==> src/dss_pkg.sv <==
// Shared types, constants and helpers for the 3x3 DEM slope pipeline.
`timescale 1ns / 1ps

package dss_pkg;

    localparam int ELEV_WIDTH_DEF = 24;
    localparam int CS_WIDTH       = 24;
    localparam int CFG_DATA_WIDTH = 32;
    localparam int SLOPE_WIDTH    = 32;
    localparam int K_WIDTH        = 16;
    localparam int DIV_WIDTH      = CS_WIDTH + K_WIDTH;
    localparam int SQRT2_Q13      = 11585;
    localparam int Q13_SHIFT      = 13;

    // Configuration register indexes
    localparam logic [1:0] CFG_ALGORITHM = 2'd0;
    localparam logic [1:0] CFG_CELL_SIZE = 2'd1;
    localparam logic [1:0] CFG_NODATA    = 2'd2;

    localparam logic [CS_WIDTH-1:0] CELL_SIZE_RESET = CS_WIDTH'(16);

    typedef enum logic [2:0] {
        ALG_FD   = 3'd0,
        ALG_FFD  = 3'd1,
        ALG_MD   = 3'd2,
        ALG_SD   = 3'd3,
        ALG_SFD  = 3'd4,
        ALG_TFD  = 3'd5,
        ALG_TFDW = 3'd6
    } alg_t;

    // Control that travels with each pipeline slot
    typedef struct packed {
        logic valid;
        logic nodata;
        logic md;
    } tag_t;

    // Divisor scale for each gradient method
    function automatic logic [K_WIDTH-1:0] div_k(input logic [2:0] alg);
        logic [K_WIDTH-1:0] k;
        unique case (alg_t'(alg))
            ALG_FFD:  k = K_WIDTH'(4);
            ALG_MD:   k = K_WIDTH'(1);
            ALG_SD:   k = K_WIDTH'(1);
            ALG_SFD:  k = K_WIDTH'(2);
            ALG_TFD:  k = K_WIDTH'(6);
            ALG_TFDW: k = K_WIDTH'(4 * (1 << Q13_SHIFT) + 2 * SQRT2_Q13);
            default:  k = K_WIDTH'(8);
        endcase
        return k;
    endfunction

endpackage

==> src/dss_grad.sv <==
// Gradient stages: differences, method select, combine and magnitude.
`timescale 1ns / 1ps

module dss_grad #(
    parameter int ELEV_WIDTH = dss_pkg::ELEV_WIDTH_DEF
) (
    input  logic                            clk,
    input  logic                            rst_n,
    input  logic                            en,
    input  logic [2:0]                      alg,
    input  dss_pkg::tag_t                   tag_in,
    input  logic [8:0][ELEV_WIDTH-1:0]      elev,
    output dss_pkg::tag_t                   tag_out,
    output logic [ELEV_WIDTH+14:0]          mag_x,
    output logic [ELEV_WIDTH+14:0]          mag_y
);

    localparam int W  = ELEV_WIDTH;
    localparam int DW = W + 2;
    localparam int GW = W + 16;
    localparam int MW = W + 15;
    localparam logic signed [GW-1:0] SQ2 = GW'(dss_pkg::SQRT2_Q13);

    logic signed [DW-1:0] ex [9];

    logic signed [DW-1:0] p_next, q_next, r_next, t_next, u_next, v_next;
    logic signed [DW-1:0] p_reg, q_reg, r_reg, t_reg, u_reg, v_reg;
    logic signed [DW-1:0] dro_next [4];
    logic signed [DW-1:0] drd_next [4];
    logic signed [DW-1:0] dro_reg [4];
    logic signed [DW-1:0] drd_reg [4];

    logic signed [GW-1:0] bx_next, mx_next, by_next, my_next;
    logic signed [GW-1:0] bx_reg, mx_reg, by_reg, my_reg;
    logic [W-1:0]         mo_next, md_next, mo_reg, md_reg;

    logic signed [GW-1:0] gx_next, gy_next, gx_reg, gy_reg;
    logic [MW-1:0]        mag_x_next, mag_y_next, mag_x_reg, mag_y_reg;

    dss_pkg::tag_t tag_s2_reg, tag_s3_reg, tag_s4_reg, tag_s5_reg;

    // Sign-extend the window samples
    always_comb
    begin
        for (int i = 0; i < 9; i++)
        begin
            ex[i] = DW'($signed(elev[i]));
        end
    end

    // Stage 2: basic differences and center drops
    always_comb
    begin
        p_next = ex[2] + ex[8] - ex[0] - ex[6];
        r_next = ex[0] + ex[2] - ex[6] - ex[8];
        q_next = ex[5] - ex[3];
        t_next = ex[1] - ex[7];
        u_next = ex[4] - ex[3];
        v_next = ex[4] - ex[7];
        for (int i = 0; i < 4; i++)
        begin
            dro_next[i] = ex[4] - ex[2 * i + 1];
            drd_next[i] = ex[4] - ex[(i < 2) ? 2 * i : 2 * i + 2];
        end
    end

    // Stage 3: pick gradient terms for the method
    always_comb
    begin
        bx_next = '0;
        mx_next = '0;
        by_next = '0;
        my_next = '0;
        unique case (dss_pkg::alg_t'(alg))
            dss_pkg::ALG_FFD:
            begin
                bx_next = GW'(p_reg);
                by_next = GW'(r_reg);
            end
            dss_pkg::ALG_MD:
            begin
                bx_next = '0;
                by_next = '0;
            end
            dss_pkg::ALG_SD:
            begin
                bx_next = GW'(u_reg);
                by_next = GW'(v_reg);
            end
            dss_pkg::ALG_SFD:
            begin
                bx_next = GW'(q_reg);
                by_next = GW'(t_reg);
            end
            dss_pkg::ALG_TFD:
            begin
                bx_next = GW'(p_reg) + GW'(q_reg);
                by_next = GW'(r_reg) + GW'(t_reg);
            end
            dss_pkg::ALG_TFDW:
            begin
                bx_next = GW'(p_reg) <<< dss_pkg::Q13_SHIFT;
                by_next = GW'(r_reg) <<< dss_pkg::Q13_SHIFT;
                mx_next = GW'(q_reg) * SQ2;
                my_next = GW'(t_reg) * SQ2;
            end
            default:
            begin
                bx_next = GW'(p_reg) + (GW'(q_reg) <<< 1);
                by_next = GW'(r_reg) + (GW'(t_reg) <<< 1);
            end
        endcase
    end

    // Stage 3: largest positive drop, orthogonal and diagonal
    always_comb
    begin
        mo_next = '0;
        md_next = '0;
        for (int i = 0; i < 4; i++)
        begin
            if (dro_reg[i] > 0 && W'(dro_reg[i]) > mo_next)
            begin
                mo_next = W'(dro_reg[i]);
            end
            if (drd_reg[i] > 0 && W'(drd_reg[i]) > md_next)
            begin
                md_next = W'(drd_reg[i]);
            end
        end
    end

    // Stage 4: combine terms
    always_comb
    begin
        if (tag_s3_reg.md)
        begin
            gx_next = GW'(mo_reg);
            gy_next = GW'(md_reg);
        end
        else
        begin
            gx_next = bx_reg + mx_reg;
            gy_next = by_reg + my_reg;
        end
    end

    // Stage 5: magnitudes
    always_comb
    begin
        mag_x_next = gx_reg[GW-1] ? MW'(-gx_reg) : MW'(gx_reg);
        mag_y_next = gy_reg[GW-1] ? MW'(-gy_reg) : MW'(gy_reg);
    end

    // Advance slot control
    always_ff @(posedge clk or negedge rst_n)
    begin
        if (!rst_n)
        begin
            tag_s2_reg <= '0;
            tag_s3_reg <= '0;
            tag_s4_reg <= '0;
            tag_s5_reg <= '0;
        end
        else if (en)
        begin
            tag_s2_reg <= tag_in;
            tag_s3_reg <= tag_s2_reg;
            tag_s4_reg <= tag_s3_reg;
            tag_s5_reg <= tag_s4_reg;
        end
    end

    // Advance data
    always_ff @(posedge clk)
    begin
        if (en)
        begin
            p_reg     <= p_next;
            q_reg     <= q_next;
            r_reg     <= r_next;
            t_reg     <= t_next;
            u_reg     <= u_next;
            v_reg     <= v_next;
            dro_reg   <= dro_next;
            drd_reg   <= drd_next;
            bx_reg    <= bx_next;
            mx_reg    <= mx_next;
            by_reg    <= by_next;
            my_reg    <= my_next;
            mo_reg    <= mo_next;
            md_reg    <= md_next;
            gx_reg    <= gx_next;
            gy_reg    <= gy_next;
            mag_x_reg <= mag_x_next;
            mag_y_reg <= mag_y_next;
        end
    end

    assign tag_out = tag_s5_reg;
    assign mag_x   = mag_x_reg;
    assign mag_y   = mag_y_reg;

endmodule

==> config.mk <==
export PLATFORM = sky130hd
export DESIGN_NAME = dss_grad
export DESIGN_NICKNAME = d
export VERILOG_FILES = /design/src/dss_pkg.sv /design/src/dss_grad.sv
export SDC_FILE = /design/constraint.sdc
export NUM_CORES = 2
export LEC_CHECK = 0
export ABC_AREA = 0
export BUFFER_PORTS_ARGS = -buffer_cell sky130_fd_sc_hd__buf_4
export CORE_MARGIN = 2
export CORE_UTILIZATION = 30
export DETAILED_ROUTE_END_ITERATION = 16
export SYNTH_ARGS = -nofsm -noshare
export SYNTH_HDL_FRONTEND = slang
export SYNTH_SLANG_ARGS = --single-unit
export TNS_END_PERCENT = 1
==> constraint.sdc <==
create_clock -name clk -period 9.4 [get_ports clk]
set_input_delay 0.94 -clock clk [delete_from_list [all_inputs] [get_ports clk]]
set_output_delay 0.94 -clock clk [all_outputs]
set_load 0.01 [all_outputs]
## After elaboration in Yosys (flattened, before gate mapping)

Index checks and enable logic that the tools add are counted.

| cells by class | value |
|---|---|
| $add $sub $neg | 24 |
| equality and inequality tests | 6 |
| magnitude comparators | 16 |
| muxes and demuxes | 14 |
| $mul | 2 |
| reductions and logical operators | 8 |

Operators with widths:

| operator | count |
|---|---|
| one-hot mux 40 bit (6 select lines) | 2 |
| subtractor 24 x 24 -> 25 bit | 10 |
| two-way mux 24 bit | 10 |
| > comparator 25 x 1 -> 1 bit (second input constant) | 8 |
| > comparator 24 bit | 6 |
| adder 40 bit | 2 |
| multiplier 25 x 15 -> 40 bit (second input constant) | 2 |
| two-way mux 39 bit | 2 |
| negator 39 bit | 2 |
| adder 26 x 25 -> 27 bit | 2 |
| adder 26 x 26 -> 27 bit | 2 |
| subtractor 25 x 24 -> 26 bit | 2 |
| subtractor 26 x 24 -> 26 bit | 2 |
| adder 24 x 24 -> 25 bit | 2 |
| > comparator 24 x 1 -> 1 bit (second input constant) | 2 |
| equality test 3 bit (second input constant) | 3 |
| logical AND 1 bit | 8 |
| equality test 3 x 2 -> 1 bit (second input constant) | 2 |
| equality test 3 x 1 -> 1 bit (second input constant) | 1 |

| storage, ports and cells | value |
|---|---|
| bits of input ports | 225 |
| register bits after elaboration | 680 |
| output and inout bits | 81 |
| word-level logic and storage cells | 106 |

## Longest topological paths before layout

| logic depth | value |
|---|---|
| depth after elaboration | 12 |
| mapped depth | 41 |
| depth with buffers taken out | 37 |

## Worst setup path after synthesis

OpenSTA, ideal clock, no wires.

| path | value |
|---|---|
| path kind | reg-to-reg |
| from | reg drd_reg[96] (netlist name) |
| to | reg md_reg[11] (data pin) |
| path buffers | 5 |
| data required time | 9.121 ns |
| setup slack | 1.247 ns |
| cell stages (with the launch flop) | 41 |
| setup time | 0.279 ns |
| arrival | 7.875 ns |
| period minus slack after synthesis | 8.153 ns |
| cell sequence | edfxtp_1 > nor4_1 > and4_1 > a31oi_1 > clkbuf_1 > nand2_1 > ha_1 > nand4_1 > nor3_1 > nor2_1 > o211ai_1 > o211a_1 > or2_2 > clkbuf_1 > clkbuf_1 > nand2_1 > o21ai_0 > inv_1 > (+5 left out) > a21oi_1 > nor2b_1 > o21ai_0 > o2111ai_1 > o21ai_1 > clkbuf_1 > mux2i_1 > ha_1 > o21a_1 > o21a_1 > o21a_1 > o21ai_0 > a21oi_1 > a2111oi_0 > o221ai_1 > o311ai_0 > clkbuf_1 > mux2i_1 |

| between the ends | value |
|---|---|
| cells in the longest elaborated chain, start to end | 12 |
| elaborated cells on any way between the ends | 13 |
| those cells by class | order compare: 5; mux: 4; reduce/logical: 4 |

Ends and longest elaborated chain:

| item | RTL line | text |
|---|---|---|
| from (decl) | dss_grad.sv:31 | `logic signed [DW-1:0] drd_reg [4];` |
| from (signal assigned) | dss_grad.sv:186 | `drd_reg <= drd_next;` |
| > comparator 25 x 1 -> 1 bit / > comparator 24 x 1 -> 1 bit (equally long branches) | dss_grad.sv:126 | `if (drd_reg[i] > 0 && W'(drd_reg[i]) > md_next)` |
| logical AND 1 bit | dss_grad.sv:126 |  |
| two-way mux 24 bit (*) | dss_grad.sv:126 |  |
| > comparator 24 bit | dss_grad.sv:126 |  |
| logical AND 1 bit | dss_grad.sv:126 |  |
| two-way mux 24 bit (*) | dss_grad.sv:126 |  |
| > comparator 24 bit | dss_grad.sv:126 |  |
| logical AND 1 bit | dss_grad.sv:126 |  |
| two-way mux 24 bit (*) | dss_grad.sv:126 |  |
| > comparator 24 bit | dss_grad.sv:126 |  |
| logical AND 1 bit | dss_grad.sv:126 |  |
| two-way mux 24 bit (*) | dss_grad.sv:126 |  |
| via md_next[11] | dss_grad.sv:35 | `logic [W-1:0] mo_next, md_next, mo_reg, md_reg;` |
| to (signal assigned) | dss_grad.sv:192 | `md_reg <= md_next;` |
| to (decl) | dss_grad.sv:35 |  |

The timed path passes the listed nets; every way through them passes the cells marked *.
A chain may end at the register's enable or synchronous reset.

## Final worst setup path

| path | value |
|---|---|
| from | reg dro_reg[79] (netlist name) |
| to | reg mo_reg[12] (data pin) |

| between the ends | value |
|---|---|
| cells in the longest elaborated chain, start to end | 12 |
| elaborated cells on any way between the ends | 13 |
| those cells by class | order compare: 5; mux: 4; reduce/logical: 4 |

Ends and longest elaborated chain:

| item | RTL line | text |
|---|---|---|
| from (decl) | dss_grad.sv:30 | `logic signed [DW-1:0] dro_reg [4];` |
| from (signal assigned) | dss_grad.sv:185 | `dro_reg <= dro_next;` |
| > comparator 25 x 1 -> 1 bit / > comparator 24 x 1 -> 1 bit (equally long branches) | dss_grad.sv:122 | `if (dro_reg[i] > 0 && W'(dro_reg[i]) > mo_next)` |
| logical AND 1 bit | dss_grad.sv:122 |  |
| two-way mux 24 bit (*) | dss_grad.sv:122 |  |
| > comparator 24 bit | dss_grad.sv:122 |  |
| logical AND 1 bit | dss_grad.sv:122 |  |
| two-way mux 24 bit (*) | dss_grad.sv:122 |  |
| > comparator 24 bit | dss_grad.sv:122 |  |
| logical AND 1 bit | dss_grad.sv:122 |  |
| two-way mux 24 bit (*) | dss_grad.sv:122 |  |
| > comparator 24 bit | dss_grad.sv:122 |  |
| logical AND 1 bit | dss_grad.sv:122 |  |
| two-way mux 24 bit (*) | dss_grad.sv:122 |  |
| via mo_next[12] | dss_grad.sv:35 |  |
| to (signal assigned) | dss_grad.sv:191 | `mo_reg <= mo_next;` |
| to (decl) | dss_grad.sv:35 |  |

Marks and branches as above.

==> run metrics <==
DP Area=around 72,000 um^2; Setup-failing EPs final=0; dpl hpwl=189 mm; DRT iter0 DRCs=around 4,100; flops & latches, synth=678; period utilization=93.2%; die height=around 470 um; Total Neg Setup Slack=0 ns; Final Cell Area=between 70,000 and 80,000 um^2; Root Driver=clkbuf_16; sw frac=between 40% and 50%; vias in the first global route=~52,000; Critical Path AT=9.24 ns; buffers added on ports=approximately 310; H-tree depth=3; DRT Wirelength=around 230 mm; Worst-Margin Slew=approximately 1.2 ns; clk_lat worst skew=between 0.7 and 0.8 ns; Comb pwr share=around 68%; Finished Core Util=34.3%; Die Span X=roughly 470 um; CP delay by family, top=compound AO/OA/AOI/OAI gates; Layout Nets=about 8,700; Post-synth EDFFs=approximately 670; cell row count=approximately 170; Routed Antenna Nets=0; required time of the critical path=9.88 ns; slowest CP cell=or4_1; Yosys warnings=0; asr flop ratio synth=around 1.8%; first-pass GRT wire length=around 340 mm; Fin. Hold Viols=0; VDD IR-drop max=between 0.5 and 0.6 mV; clk sinks=678; clk buf depth=3; pin count of the biggest net entering global routing=between 150 and 200; Max-Cap Viols=0; vias per inst=around 5.2; Mapped Area=approximately 66,000 um^2; min Tclk post-route=just under 9 ns; most common cell in the netlist=ha_1; wire per inst=~23 um; delay of the slowest cell on the worst path=around 0.82 ns; share of cells above drive strength 1=under 10%; Setup CP Type=flop to flop; Internal=15,200 uW; drt pass-1 iters=5; detailed-route DRC error count=0; Final GP Congestion=roughly 0.94; outcome=finished clean; commonest cells in the netlist=ha_1 (965), inv_1 (932), edfxtp_1 (666); syn avg cell area=~9.7 um^2; Die ar.=224,000 um^2; Crit. End Element=flop; Max Clock Skew=0.0535 ns; FMAX=114 MHz; gr usage total=20.3%; Core Area=approximately 220,000 um^2; RSZ-0062 raised after global routing=no; Seq/Total Area, Yosys=just over 30%; TritonCTS Buffers=between 80 and 90; CP most frequent cell=a21o_1; Slew HR=between 20% and 30%; worst-path maximum fanout=23; Synth area leaders=edfxtp_1 (30%), ha_1 (18%), fa_1 (9.2%); syn_nets=around 8,300; Reg clk slew, reported paths=roughly 0.060 ns; WHS=0.461 ns; Area growth syn-to-layout=13.8%; power density cells=388 nW/um^2; final total power=just under 30,000 uW; Seq pwr share=between 10% and 20%; grt total ovfl=0; vias=between 50,000 and 60,000; Initial Util=about 30%; clock share of power=12.1%; fin. max-slew vios=0; CP bufs+invs=3; Synth top area share=a little under a third; Hold WC Path Type=primary input to flop; initial antenna violation count=16; switching power=roughly 14,000 uW; area leader, netlist=edfxtp_1; TritonCTS clock tree=done; total leakage power=roughly 0.034 uW; CP startpoint kind=flop; io pins=306; post-synthesis cell count=approximately 6,800; top_reg_cell synth=edfxtp_1; Synth cell types=80
==> final timing paths <==
kind,start,to,slack [ns],depth (start not counted)
worst max-delay path,dro_reg[79],mo_reg[12],0.64,38
worst min-delay path,tag_in[2],tag_s2_reg[2],0.46,2
worst max register to register,dro_reg[79],mo_reg[12],0.64,38
worst min register to register,gx_reg[0],mag_x[0],0.46,0
max in group asynchronous,rst_n,tag_s3_reg[0],8.62,2
min in group asynchronous,rst_n,tag_s2_reg[2],0.60,2
==> placed cells by master (no fill, tap or decap), types with 62 or more instances in the layout <==
cell type / instances
ha_1: 965
inv_1: 932
edfxtp_1: 666
a21oi_1: 484
nor2_1: 481
o21ai_0: 411
buf_4: 377
nand2_1: 366
xnor2_1: 355
fa_1: 305
a21o_1: 203
xor2_1: 138
o21a_1: 108
mux2i_1: 102
nor3_1: 101
nand3_1: 93
clkbuf_16: 92
nand2b_1: 91
nor2b_1: 89
nor4_1: 62
==> layer usage <==
metal	track usage (%)	vias up	wire length [um]
met5	0	-	85
met4	8.59	14	11000
met3	2.76	352	13100
met2	31.9	1526	102000
met1	27.9	25700	106000
li1	-	25200	-
==> final cells by class <==
class,instances,area (um^2)
Fill cell,22300,144000
Clock buffer,101,2340
Inverter,932,3500
Timing Repair Buffer,381,2900
Multi-Input combinational cell,5126,42000
Clock inverter,61,642
Antenna cell,2,5.00
Tap cell,2871,3590
Sequential cell,678,20300
==> timing repair <==
action	in CTS	in global routing
setup buffers	0	0
hold buffers	1	0
resized for setup	0	1
endpoints found under the hold margin	12	0
endpoints found under the setup margin	0	16
==> power by group through the flow <==
stage | clock [uW] | combinational (uW) | sequential, uW
floorplan | 0 | 15000 | 5130
global placement | 0 | 19500 | 5820
detailed placement | 0 | 19700 | 5820
CTS | 3620 | 20000 | 5770
global route | 3720 | 22700 | 5820
finish | 3530 | 19900 | 5770
==> kinds of logic (layout without fill, tap and decap cells) <==
kind of cell,Yosys count,count (layout),share of synthesized area [%]
other,0,2,0
AOI/OAI and AO/OA,1696,1696,16.3
DFF,678,678,30.7
muxes,124,124,1.92
and+or+nand+nor,1543,1543,11.2
adders and majority gates,1270,1270,27.5
buffers and inverters,1043,1475,5.92
xor gates and xnor gates,493,493,6.52
==> worst reg2reg max path: cells and delay by family, from the launching register on <==
family                   cells  cell delay (ns)
AO/OA/AOI/OAI               22             4.12
AND/OR/NAND/NOR              8             2.04
adder cells (fa/ha/maj)      3             0.89
buffers and inverters        3             0.76
flip-flops                   1             0.40
multiplexers                 2             0.33
==> through the flow <==
| stage | std cells | worst slack (ns) |
|---|---|---|
| floorplan | 6847 | 1.25 |
| global placement | 9987 | 0.688 |
| detailed placement | 9987 | 0.620 |
| CTS | 10200 | 0.598 |
| global route | 10200 | 0.0670 |
| finish | 10200 | 0.638 |
Power figures use the tool's default switching activity.
